File: config.mk
export PLATFORM = sky130hd
export DESIGN_NAME = i2c_target_register_file
export DESIGN_NICKNAME = d
export VERILOG_FILES = /design/src/hw/rtl/i2ctrf_pkg.sv /design/src/hw/rtl/i2ctrf_ram.sv /design/src/hw/rtl/i2ctrf_store.sv /design/src/hw/rtl/i2c_target_register_file.sv
export VERILOG_INCLUDE_DIRS = /design/src /design/src/hw/rtl
export SDC_FILE = /design/constraint.sdc
export NUM_CORES = 2
export LEC_CHECK = 0
export ABC_AREA = 1
export BUFFER_PORTS_ARGS = -buffer_cell sky130_fd_sc_hd__buf_2
export CORE_MARGIN = 4
export CORE_UTILIZATION = 45
export DETAILED_ROUTE_END_ITERATION = 8
export PLACE_DENSITY_LB_ADDON = 0.05
export SKIP_CTS_REPAIR_TIMING = 1
export SYNTH_ARGS = -nofsm -noshare
export SYNTH_HDL_FRONTEND = slang
export SYNTH_HIERARCHICAL = 1
export SYNTH_SLANG_ARGS = --single-unit
File: constraint.sdc
create_clock -name clock -period 14.4 [get_ports clock]
set_clock_uncertainty 0.1 [all_clocks]
set_input_delay 2.16 -clock clock [delete_from_list [all_inputs] [get_ports clock]]
set_output_delay 2.16 -clock clock [all_outputs]
set_load 0.05 [all_outputs]
File: src/hw/rtl/i2c_target_register_file_defines.svh
// Assertion macros for the I2C target register file.
`ifndef I2C_TARGET_REGISTER_FILE_DEFINES_SVH
`define I2C_TARGET_REGISTER_FILE_DEFINES_SVH

`ifndef SYNTHESIS
`define I2CTRF_ASSERT_IMPLY(label, clk, rst, ante, cons) \
   label: assert property (@(posedge clk) disable iff (rst) (ante) |-> (cons)) \
      else $error("i2ctrf assertion failed");
`define I2CTRF_ASSERT_NEXT(label, clk, rst, ante, cons) \
   label: assert property (@(posedge clk) disable iff (rst) (ante) |=> (cons)) \
      else $error("i2ctrf assertion failed");
`else
`define I2CTRF_ASSERT_IMPLY(label, clk, rst, ante, cons)
`define I2CTRF_ASSERT_NEXT(label, clk, rst, ante, cons)
`endif

`endif

File: src/hw/rtl/i2ctrf_pkg.sv
// Types and constants shared by the I2C target register file modules.
package i2ctrf_pkg;

   typedef enum logic [3:0] {
      PH_IDLE       = 4'd0,
      PH_ADDR_W     = 4'd1,
      PH_ACK_W      = 4'd2,
      PH_REG        = 4'd3,
      PH_ACK_REG    = 4'd4,
      PH_DATA_FIRST = 4'd5,
      PH_DATA       = 4'd6,
      PH_ACK_DATA   = 4'd7,
      PH_ADDR_R     = 4'd8,
      PH_ACK_R      = 4'd9,
      PH_TX         = 4'd10,
      PH_TX_ACK     = 4'd11
   } phase_type;

   localparam logic CSR_OWN_ADDRESS  = 1'b0;
   localparam logic CSR_IDLE_TIMEOUT = 1'b1;

   localparam logic [6:0]  OWN_ADDRESS_RESET  = 7'd80;
   localparam logic [15:0] IDLE_TIMEOUT_RESET = 16'd2000;
   localparam logic [7:0]  EMPTY_READ_BYTE    = 8'hFF;

   typedef struct packed {
      logic       en;
      logic [7:0] index;
      logic [7:0] data;
   } store_wr_type;

endpackage

File: src/hw/rtl/i2ctrf_ram.sv
// Generic single-write, single-read RAM with registered read data.
module i2ctrf_ram #(
   parameter int WIDTH = 8,
   parameter int DEPTH = 256,
   localparam int AW = (DEPTH > 1) ? $clog2(DEPTH) : 1
) (
   input  logic             clock,
   input  logic             wr_en,
   input  logic [AW-1:0]    wr_addr,
   input  logic [WIDTH-1:0] wr_data,
   input  logic [AW-1:0]    rd_addr,
   output logic [WIDTH-1:0] rd_data
);

   logic [WIDTH-1:0] mem [DEPTH];
   logic [WIDTH-1:0] rd_data_ff;

   always_ff @(posedge clock) begin
      if (wr_en) begin
         mem[wr_addr] <= wr_data;
      end
      rd_data_ff <= mem[rd_addr];
   end

   assign rd_data = rd_data_ff;

endmodule

File: src/hw/rtl/i2ctrf_store.sv
// Register store: RAM plus per-entry valid bits and write-to-read forwarding.
module i2ctrf_store #(
   parameter int REG_COUNT = 256
) (
   input  logic                     clock,
   input  logic                     reset,
   input  i2ctrf_pkg::store_wr_type wr,
   input  logic [7:0]               rd_index,
   output logic [7:0]               rd_data
);
   import i2ctrf_pkg::*;

   localparam int AW = (REG_COUNT > 1) ? $clog2(REG_COUNT) : 1;

   logic [REG_COUNT-1:0] valid_ff;
   logic [REG_COUNT-1:0] valid_in;
   logic                 vld_rd_ff;
   logic                 fwd_hit_ff;
   logic                 fwd_hit_in;
   logic [7:0]           fwd_data_ff;
   logic [7:0]           ram_q;
   logic [AW-1:0]        wr_addr;
   logic [AW-1:0]        rd_addr;

   assign wr_addr = wr.index[AW-1:0];
   assign rd_addr = rd_index[AW-1:0];

   i2ctrf_ram #(
      .WIDTH (8),
      .DEPTH (REG_COUNT)
   ) u_ram (
      .clock   (clock),
      .wr_en   (wr.en),
      .wr_addr (wr_addr),
      .wr_data (wr.data),
      .rd_addr (rd_addr),
      .rd_data (ram_q)
   );

   always_comb begin
      valid_in = valid_ff;
      if (wr.en) begin
         valid_in[wr_addr] = 1'b1;
      end
   end

   // a write in the same cycle as the read of that entry wins
   assign fwd_hit_in = wr.en && (wr.index == rd_index);

   always_ff @(posedge clock) begin
      if (reset) begin
         valid_ff   <= '0;
         vld_rd_ff  <= 1'b0;
         fwd_hit_ff <= 1'b0;
      end else begin
         valid_ff   <= valid_in;
         vld_rd_ff  <= valid_ff[rd_addr];
         fwd_hit_ff <= fwd_hit_in;
      end
      fwd_data_ff <= wr.data;
   end

   // never-written entries read as zero
   assign rd_data = fwd_hit_ff ? fwd_data_ff : (vld_rd_ff ? ram_q : 8'd0);

endmodule

File: src/hw/rtl/i2c_target_register_file.sv
// I2C target with a register file and auto-incrementing register pointer.
//
// req_ carries one sampled SCL/SDA pair per word; rsp_ returns exactly one word
// per accepted sample: SDA pull-down, write strobe with index and value, and
// the busy flag, all taken after the sample has been applied.
// Throughput is one sample per cycle while the output is not stalled. The result
// word of a sample sits in the output register from the cycle after acceptance.
// The register store lives in a RAM with registered read. Its read address
// follows the register pointer every cycle, so the byte to be sent is ready
// when an SCL fall loads the transmit shifter; same-entry writes are forwarded.
// When rsp_stall is high with a word valid, the word holds and req_stall rises,
// so samples wait upstream; no sample is dropped or repeated.
// Reset (synchronous, active high) returns the bus logic to idle, clears the
// pointer and the timeout counter, restores own_address 80 and idle_timeout
// 2000, and marks every register as zero through per-entry valid bits, so no
// clearing pass is needed and samples are taken from the first cycle on.
// csr_ writes set own_address (index 0) and idle_timeout (index 1).
`include "i2c_target_register_file_defines.svh"

module i2c_target_register_file #(
   parameter int REG_COUNT = 256
) (
   input  logic        clock,
   input  logic        reset,
   input  logic        req_valid,
   output logic        req_stall,
   input  logic        req_scl_level,
   input  logic        req_sda_level,
   output logic        rsp_valid,
   input  logic        rsp_stall,
   output logic        rsp_sda_pull_low,
   output logic        rsp_write_strobe,
   output logic [7:0]  rsp_write_index,
   output logic [7:0]  rsp_write_value,
   output logic        rsp_busy_res,
   input  logic        csr_write_enable,
   input  logic        csr_index,
   input  logic [15:0] csr_write_data
);
   import i2ctrf_pkg::*;

   localparam logic [8:0] REG_LIMIT = 9'(REG_COUNT);
   localparam logic [8:0] REG_LAST  = 9'(REG_COUNT - 1);

   phase_type   phase_ff, phase_in;
   logic [3:0]  bit_count_ff, bit_count_in;
   logic [7:0]  shift_ff, shift_in;
   logic [7:0]  pointer_ff, pointer_in;
   logic [15:0] steady_ff, steady_in;
   logic        last_scl_ff, last_sda_ff;
   logic [6:0]  own_address_ff;
   logic [15:0] idle_timeout_ff;

   logic        rsp_valid_ff;
   logic        pull_ff, pull_in;
   logic        strobe_ff, strobe_in;
   logic [7:0]  widx_ff, widx_in;
   logic [7:0]  wval_ff, wval_in;
   logic        busy_ff, busy_in;

   logic        req_fire;
   logic        rise, fall, high_both, start, stop;
   logic [7:0]  shift_take;
   logic [3:0]  count_inc;
   logic        byte_done;
   logic        ptr_in_range, ptr_at_last;
   logic [7:0]  store_q, read_byte;
   logic [7:0]  rd_index;
   store_wr_type store_wr;

   assign req_stall = rsp_valid_ff && rsp_stall;
   assign req_fire  = req_valid && !req_stall;

   assign rise      = !last_scl_ff && req_scl_level;
   assign fall      = last_scl_ff && !req_scl_level;
   assign high_both = last_scl_ff && req_scl_level;
   assign start     = high_both && last_sda_ff && !req_sda_level;
   assign stop      = high_both && !last_sda_ff && req_sda_level;

   assign shift_take   = {shift_ff[6:0], req_sda_level};
   assign count_inc    = bit_count_ff + 4'd1;
   assign byte_done    = count_inc >= 4'd8;
   assign ptr_in_range = {1'b0, pointer_ff} < REG_LIMIT;
   assign ptr_at_last  = {1'b0, pointer_ff} >= REG_LAST;
   assign read_byte    = ptr_in_range ? store_q : EMPTY_READ_BYTE;

   // one bus sample: next state and result word
   always_comb begin
      logic timed_out;
      timed_out    = 1'b0;
      phase_in     = phase_ff;
      bit_count_in = bit_count_ff;
      shift_in     = shift_ff;
      pointer_in   = pointer_ff;
      steady_in    = steady_ff;
      strobe_in    = 1'b0;
      widx_in      = 8'd0;
      wval_in      = 8'd0;

      if (phase_ff != PH_IDLE) begin
         if (high_both && (req_sda_level == last_sda_ff)) begin
            if (steady_ff >= idle_timeout_ff) begin
               timed_out = 1'b1;
            end else begin
               steady_in = steady_ff + 16'd1;
            end
         end else begin
            steady_in = 16'd0;
         end
      end

      if (timed_out || stop) begin
         phase_in     = PH_IDLE;
         bit_count_in = 4'd0;
         shift_in     = 8'd0;
         steady_in    = 16'd0;
      end else if (start) begin
         phase_in     = (phase_ff == PH_DATA_FIRST) ? PH_ADDR_R : PH_ADDR_W;
         bit_count_in = 4'd0;
         shift_in     = 8'd0;
         steady_in    = 16'd0;
      end else begin
         case (phase_ff)
            PH_ADDR_W, PH_ADDR_R: begin
               if (rise) begin
                  shift_in     = shift_take;
                  bit_count_in = count_inc;
                  if (byte_done) begin
                     bit_count_in = 4'd0;
                     shift_in     = 8'd0;
                     if ((shift_take[7:1] == own_address_ff) &&
                         (shift_take[0] == (phase_ff == PH_ADDR_R))) begin
                        phase_in = (phase_ff == PH_ADDR_R) ? PH_ACK_R : PH_ACK_W;
                     end else begin
                        phase_in  = PH_IDLE;
                        steady_in = 16'd0;
                     end
                  end
               end
            end
            PH_REG: begin
               if (rise) begin
                  shift_in     = shift_take;
                  bit_count_in = count_inc;
                  if (byte_done) begin
                     pointer_in   = shift_take;
                     phase_in     = PH_ACK_REG;
                     bit_count_in = 4'd0;
                     shift_in     = 8'd0;
                  end
               end
            end
            PH_DATA_FIRST, PH_DATA: begin
               if (rise) begin
                  shift_in     = shift_take;
                  bit_count_in = count_inc;
                  if (byte_done) begin
                     if (ptr_in_range) begin
                        strobe_in = 1'b1;
                        widx_in   = pointer_ff;
                        wval_in   = shift_take;
                     end
                     bit_count_in = 4'd0;
                     shift_in     = 8'd0;
                     if (ptr_at_last) begin
                        phase_in  = PH_IDLE;
                        steady_in = 16'd0;
                     end else begin
                        pointer_in = pointer_ff + 8'd1;
                        phase_in   = PH_ACK_DATA;
                     end
                  end
               end
            end
            PH_ACK_W, PH_ACK_REG, PH_ACK_DATA, PH_ACK_R: begin
               // first fall starts driving the ACK, second fall releases it
               if (fall) begin
                  if (bit_count_ff == 4'd0) begin
                     bit_count_in = 4'd1;
                  end else begin
                     bit_count_in = 4'd0;
                     shift_in     = 8'd0;
                     case (phase_ff)
                        PH_ACK_W:    phase_in = PH_REG;
                        PH_ACK_REG:  phase_in = PH_DATA_FIRST;
                        PH_ACK_DATA: phase_in = PH_DATA;
                        default: begin
                           phase_in = PH_TX;
                           shift_in = read_byte;
                        end
                     endcase
                  end
               end
            end
            PH_TX: begin
               if (rise) begin
                  bit_count_in = count_inc;
               end else if (fall && (bit_count_ff != 4'd0)) begin
                  if (bit_count_ff >= 4'd8) begin
                     bit_count_in = 4'd0;
                     shift_in     = 8'd0;
                     if (ptr_at_last) begin
                        phase_in  = PH_IDLE;
                        steady_in = 16'd0;
                     end else begin
                        pointer_in = pointer_ff + 8'd1;
                        phase_in   = PH_TX_ACK;
                     end
                  end else begin
                     shift_in = {shift_ff[6:0], 1'b0};
                  end
               end
            end
            PH_TX_ACK: begin
               if (rise && (bit_count_ff == 4'd0)) begin
                  if (req_sda_level) begin
                     phase_in  = PH_IDLE;
                     shift_in  = 8'd0;
                     steady_in = 16'd0;
                  end else begin
                     bit_count_in = 4'd1;
                  end
               end else if (fall && (bit_count_ff == 4'd1)) begin
                  phase_in     = PH_TX;
                  bit_count_in = 4'd0;
                  shift_in     = read_byte;
               end
            end
            PH_IDLE: begin
            end
            default: begin
               phase_in     = PH_IDLE;
               bit_count_in = 4'd0;
               shift_in     = 8'd0;
               steady_in    = 16'd0;
            end
         endcase
      end

      pull_in = 1'b0;
      if (((phase_in == PH_ACK_W) || (phase_in == PH_ACK_REG) ||
           (phase_in == PH_ACK_DATA) || (phase_in == PH_ACK_R)) &&
          (bit_count_in == 4'd1)) begin
         pull_in = 1'b1;
      end else if ((phase_in == PH_TX) && !shift_in[7]) begin
         pull_in = 1'b1;
      end
      busy_in = (phase_in != PH_IDLE) && (phase_in != PH_ADDR_W);
   end

   // read address tracks the pointer the next sample will see
   assign rd_index = req_fire ? pointer_in : pointer_ff;

   assign store_wr.en    = req_fire && strobe_in;
   assign store_wr.index = widx_in;
   assign store_wr.data  = wval_in;

   i2ctrf_store #(
      .REG_COUNT (REG_COUNT)
   ) u_store (
      .clock    (clock),
      .reset    (reset),
      .wr       (store_wr),
      .rd_index (rd_index),
      .rd_data  (store_q)
   );

   always_ff @(posedge clock) begin
      if (reset) begin
         phase_ff     <= PH_IDLE;
         bit_count_ff <= 4'd0;
         shift_ff     <= 8'd0;
         pointer_ff   <= 8'd0;
         steady_ff    <= 16'd0;
         last_scl_ff  <= 1'b1;
         last_sda_ff  <= 1'b1;
      end else if (req_fire) begin
         phase_ff     <= phase_in;
         bit_count_ff <= bit_count_in;
         shift_ff     <= shift_in;
         pointer_ff   <= pointer_in;
         steady_ff    <= steady_in;
         last_scl_ff  <= req_scl_level;
         last_sda_ff  <= req_sda_level;
      end
   end

   always_ff @(posedge clock) begin
      if (reset) begin
         own_address_ff  <= OWN_ADDRESS_RESET;
         idle_timeout_ff <= IDLE_TIMEOUT_RESET;
      end else if (csr_write_enable) begin
         case (csr_index)
            CSR_OWN_ADDRESS:  own_address_ff  <= csr_write_data[6:0];
            CSR_IDLE_TIMEOUT: idle_timeout_ff <= csr_write_data;
            default: begin
            end
         endcase
      end
   end

   always_ff @(posedge clock) begin
      if (reset) begin
         rsp_valid_ff <= 1'b0;
      end else begin
         rsp_valid_ff <= req_fire || (rsp_valid_ff && rsp_stall);
      end
      if (req_fire) begin
         pull_ff   <= pull_in;
         strobe_ff <= strobe_in;
         widx_ff   <= widx_in;
         wval_ff   <= wval_in;
         busy_ff   <= busy_in;
      end
   end

   assign rsp_valid        = rsp_valid_ff;
   assign rsp_sda_pull_low = pull_ff;
   assign rsp_write_strobe = strobe_ff;
   assign rsp_write_index  = widx_ff;
   assign rsp_write_value  = wval_ff;
   assign rsp_busy_res     = busy_ff;

   `I2CTRF_ASSERT_IMPLY(a_idle_clean, clock, reset, phase_ff == PH_IDLE,
      (bit_count_ff == 4'd0) && (shift_ff == 8'd0))
   `I2CTRF_ASSERT_IMPLY(a_tx_count, clock, reset, phase_ff == PH_TX, bit_count_ff <= 4'd8)
   `I2CTRF_ASSERT_IMPLY(a_strobe_range, clock, reset, rsp_valid_ff && strobe_ff,
      {1'b0, widx_ff} < REG_LIMIT)
   `I2CTRF_ASSERT_NEXT(a_write_fwd, clock, reset, store_wr.en && (rd_index == store_wr.index),
      store_q == $past(store_wr.data))

endmodule

==> impl_table.tex <==
\begin{tabular}{lr}
\hline
Metric & Value \\
\hline
\multicolumn{2}{l}{\textbf{Global route}} \\
Number of global-route vias before repair & 65826 \\
Initial antenna violation count & 10 \\
Global-route wire length before repair & 445 mm \\
Largest net degree at the start of global routing & 205 \\
GRT overflow & 0 \\
Total routing resource utilization after global routing & 25.6\% \\
\multicolumn{2}{l}{\textbf{Critical path}} \\
Worst EP arrival & 8.38 ns \\
Endpoint class of the critical path & flop \\
Startpoint kind of the worst setup timing path & primary input \\
Crit Path Class & primary input to flop \\
Data required, critical path & 15.16 ns \\
Largest fanout of any net on the critical path & 194 \\
\multicolumn{2}{l}{\textbf{Clock network}} \\
CTS max path bufs & 4 \\
Clock sink count & 2407 \\
Clock buffer count from CTS & 278 \\
Root Driver & sky130\_fd\_sc\_hd\_\_clkbuf\_16 \\
Clock-pin slew of the registers on the worst-case setup and hold paths & 0.06 ns \\
CTS tree & yes \\
Clock latency of the later-clocked register in the worst-skew pair & 0.94 ns \\
\# H-tree levels & 5 \\
\multicolumn{2}{l}{\textbf{Drt}} \\
Final routed DRC violation total & 0 \\
Total vias in the final route & 70412 \\
Avg Vias per Cell & 5.72 \\
Routed len/inst & 24.5 um \\
Number of DRC markers after the initial detailed-route iteration & 7410 \\
DR pass1 iterations & 6 \\
Wire length after detailed routing & 302 mm \\
Number of nets with antenna violations after detailed routing & 0 \\
\multicolumn{2}{l}{\textbf{Timing}} \\
Period utilisation layout & 52.9\% \\
Number of failing setup endpoints in the final timing report & 0 \\
RSZ-0062 raised after global routing & false \\
Final worst slack & 6.78 ns \\
Min cycle time layout & 7.62 ns \\
Max Slew Vio Count & 0 \\
Worst max-slew margin expressed relative to the limit & 8.94\% \\
Slew of the pin with the lowest slew margin & 1.37 ns \\
TNS Setup & 0 ns \\
Hold Violations, Final & 0 \\
Final worst hold slack & 0.359 ns \\
Highest clock rate & 131 MHz \\
\multicolumn{2}{l}{\textbf{Floorplanning}} \\
Number of ports placed on the die boundary & 45 \\
Starting Density & 45.4\% \\
Number of placement rows & 172 \\
Overall die width & 479 um \\
Area of the die & 230000 sq um \\
Area of the placeable core & 220000 sq um \\
Die Span Y & 479 um \\
\multicolumn{2}{l}{\textbf{Layout}} \\
Count of non-filler cells in the finished layout & 12317 \\
P\&R area growth vs syn & 10.6\% \\
Final-layout fill cell count & 19820 \\
Post-layout nets & 9216 \\
Final design utilization & 50.2\% \\
Most common cell after layout, fill and taps aside & sky130\_fd\_sc\_hd\_\_nand2\_1 \\
Layout cell share with drive strength beyond 1 & 6.61\% \\
Most frequent cells in the layout & sky130\_fd\_sc\_hd\_\_nand2\_1 (2612), sky130\_fd\_sc\_hd\_\_nand3\_1 (2302), sky130\_fd\_sc\_hd\_\_edfxtp\_1 (2067), sky130\_fd\_sc\_hd\_\_nor2\_1 (651), sky130\_fd\_sc\_hd\_\_dfxtp\_1 (340) \\
\multicolumn{2}{l}{\textbf{Yosys}} \\
Mean Syn Cell Area & 10.7 sq um \\
FF+latch count, synth & 2407 \\
Synthesized net count & 9401 \\
Synth Warn \# & 6 \\
Leading register cell type out of synthesis & sky130\_fd\_sc\_hd\_\_edfxtp\_1 \\
Number of instances in the synthesized netlist & 9356 \\
Post-synthesis instance area & 100000 sq um \\
Async set-reset flop share out of synthesis & 0\% \\
Count of distinct cell types in the synthesized netlist & 50 \\
Number of enable flip-flop cells after synthesis & 2067 \\
Sequential cell area fraction in the yosys report & 68.9\% \\
\multicolumn{2}{l}{\textbf{Place}} \\
Placement Setup Slack & 5.96 ns \\
Count of buffers from port buffering & 44 \\
DP Cell Count & 11849 \\
Routability congestion estimate from global placement & 0.834 \\
Estimated wirelength of the detail-placed design & 164 mm \\
\multicolumn{2}{l}{\textbf{Power}} \\
Clock share of power & 46.6\% \\
Combinational fraction of design power & 1.0\% \\
Internal power of the cells & 11500 uW \\
Static power due to leakage & 0.0404 uW \\
Pwr/cell area & 129 nW/um\^{}2 \\
Maximum ir drop on the vdd rail & 101 uV \\
Net switching fraction of the power & 19.7\% \\
NetSw & 2820 uW \\
Part of the power in registers & 52.3\% \\
\multicolumn{2}{l}{\textbf{Min path}} \\
Worst hold-check path type & flop to flop \\
\multicolumn{2}{l}{\textbf{Run}} \\
Max cap viols & 0 \\
\multicolumn{2}{l}{\textbf{Status}} \\
Run status & complete, no violations \\
\hline
\end{tabular}
[synth_stat cells, types with 16 or more instances]
cell                       number  area, sq um
sky130_fd_sc_hd__a21oi_1      313         1570
sky130_fd_sc_hd__buf_1         49          184
sky130_fd_sc_hd__buf_2        308         1540
sky130_fd_sc_hd__buf_4         65          488
sky130_fd_sc_hd__buf_6         18          203
sky130_fd_sc_hd__clkbuf_1     179          672
sky130_fd_sc_hd__dfxtp_1      340         6810
sky130_fd_sc_hd__edfxtp_1    2067        62100
sky130_fd_sc_hd__ha_1          21          263
sky130_fd_sc_hd__inv_1        154          578
sky130_fd_sc_hd__nand2_1     2627         9860
sky130_fd_sc_hd__nand3_1     2302        11500
sky130_fd_sc_hd__nor2_1       661         2480
sky130_fd_sc_hd__nor3_2        16          160
sky130_fd_sc_hd__o21ai_0       57          285
[final cells by class]
class	instances	area (sq um)	share of cell area, %
antenna	5	12.5	0.0113
clock buffer	363	7560	6.84
clock inverter	100	873	0.790
inverter	173	689	0.624
multi-input combinational	6155	27600	24.9
sequential	2407	68900	62.3
tap	2958	3700	3.35
timing repair buffer	156	1280	1.16
[power groups by stage]
stage	combinational [uW]	sequential [uW]	clock, uW
after global placement	149	7630	0
after CTS	150	7480	6820
after global routing	165	7480	7110
after detailed placement	150	7630	0
final	150	7480	6670
after floorplan	97.0	7640	0
[worst paths after layout]
path,start,endpoint,slack (ns),depth (start not counted)
max,req_sda_level,u_store/u_ram/rd_data[7]$_DFF_P_,6.78,24
min reg2reg,idle_timeout_ff[15]$_SDFFE_PP0P_,idle_timeout_ff[15]$_SDFFE_PP0P_,0.36,2
min,idle_timeout_ff[15]$_SDFFE_PP0P_,idle_timeout_ff[15]$_SDFFE_PP0P_,0.36,2
max reg2reg,steady_ff[13]$_SDFFE_PP0P_,u_store/u_ram/rd_data[7]$_DFF_P_,7.26,24
[registers in the layout, summed over array words and instances, names as in the netlist, 16 cells and up]
| signal | count |
|---|---|
| steady_ff | 16 |
| u_store/valid_ff | 256 |
| u_store/u_ram/mem | 2048 |
| idle_timeout_ff | 16 |
[metrics by stage]
stage	total power (uW)	instance area, sq um
after floorplan	7730	100000
after global placement	7780	102000
after detailed placement	7780	102000
after CTS	14400	111000
after global routing	14800	111000
final	14300	111000
[layer usage]
metal / vias up / share of wire [%] / GRT usage, %
li1: 32267 / - / -
met1: 35060 / 45 / 37.7
met4: 2 / 2.6 / 7.18
met3: 477 / 7.0 / 3.77
met2: 2606 / 46 / 39.6
met5: - / 0.0030 / 0
[worst max-delay path: stages]
cell and delay [ns]:
sky130_fd_sc_hd__buf_2 0.12, sky130_fd_sc_hd__inv_2 0.19, sky130_fd_sc_hd__nand2_1 0.10, sky130_fd_sc_hd__nand2_1 0.11, sky130_fd_sc_hd__nor2_1 0.05, sky130_fd_sc_hd__nand2_1 0.11, sky130_fd_sc_hd__nand2_1 0.07, sky130_fd_sc_hd__inv_1 0.13
sky130_fd_sc_hd__nand4_1 0.41, sky130_fd_sc_hd__nor2_1 0.60, sky130_fd_sc_hd__o22ai_4 0.27, sky130_fd_sc_hd__inv_16 0.47, sky130_fd_sc_hd__buf_4 0.84, sky130_fd_sc_hd__buf_4 0.77, sky130_fd_sc_hd__nand2_1 0.11, sky130_fd_sc_hd__nand3_1 0.10
sky130_fd_sc_hd__nand3_1 0.09, sky130_fd_sc_hd__nand3_1 0.11, sky130_fd_sc_hd__nand3_1 0.09, sky130_fd_sc_hd__nand3_1 0.13, sky130_fd_sc_hd__nand3_1 0.24, sky130_fd_sc_hd__nand2_1 0.31, sky130_fd_sc_hd__nand2_1 0.21, sky130_fd_sc_hd__nand2_1 0.13
[logic make-up after synthesis]
group	count (synthesis)	synth area share, %
and+or+nand+nor	5682	24.6
DFF	2407	68.9
buffers and inverters	794	3.77
AOI/OAI and AO/OA	438	2.39
adders and majority gates	21	0.263
xor gates and xnor gates	14	0.123
No activity file was read; power rests on OpenSTA's default activity.
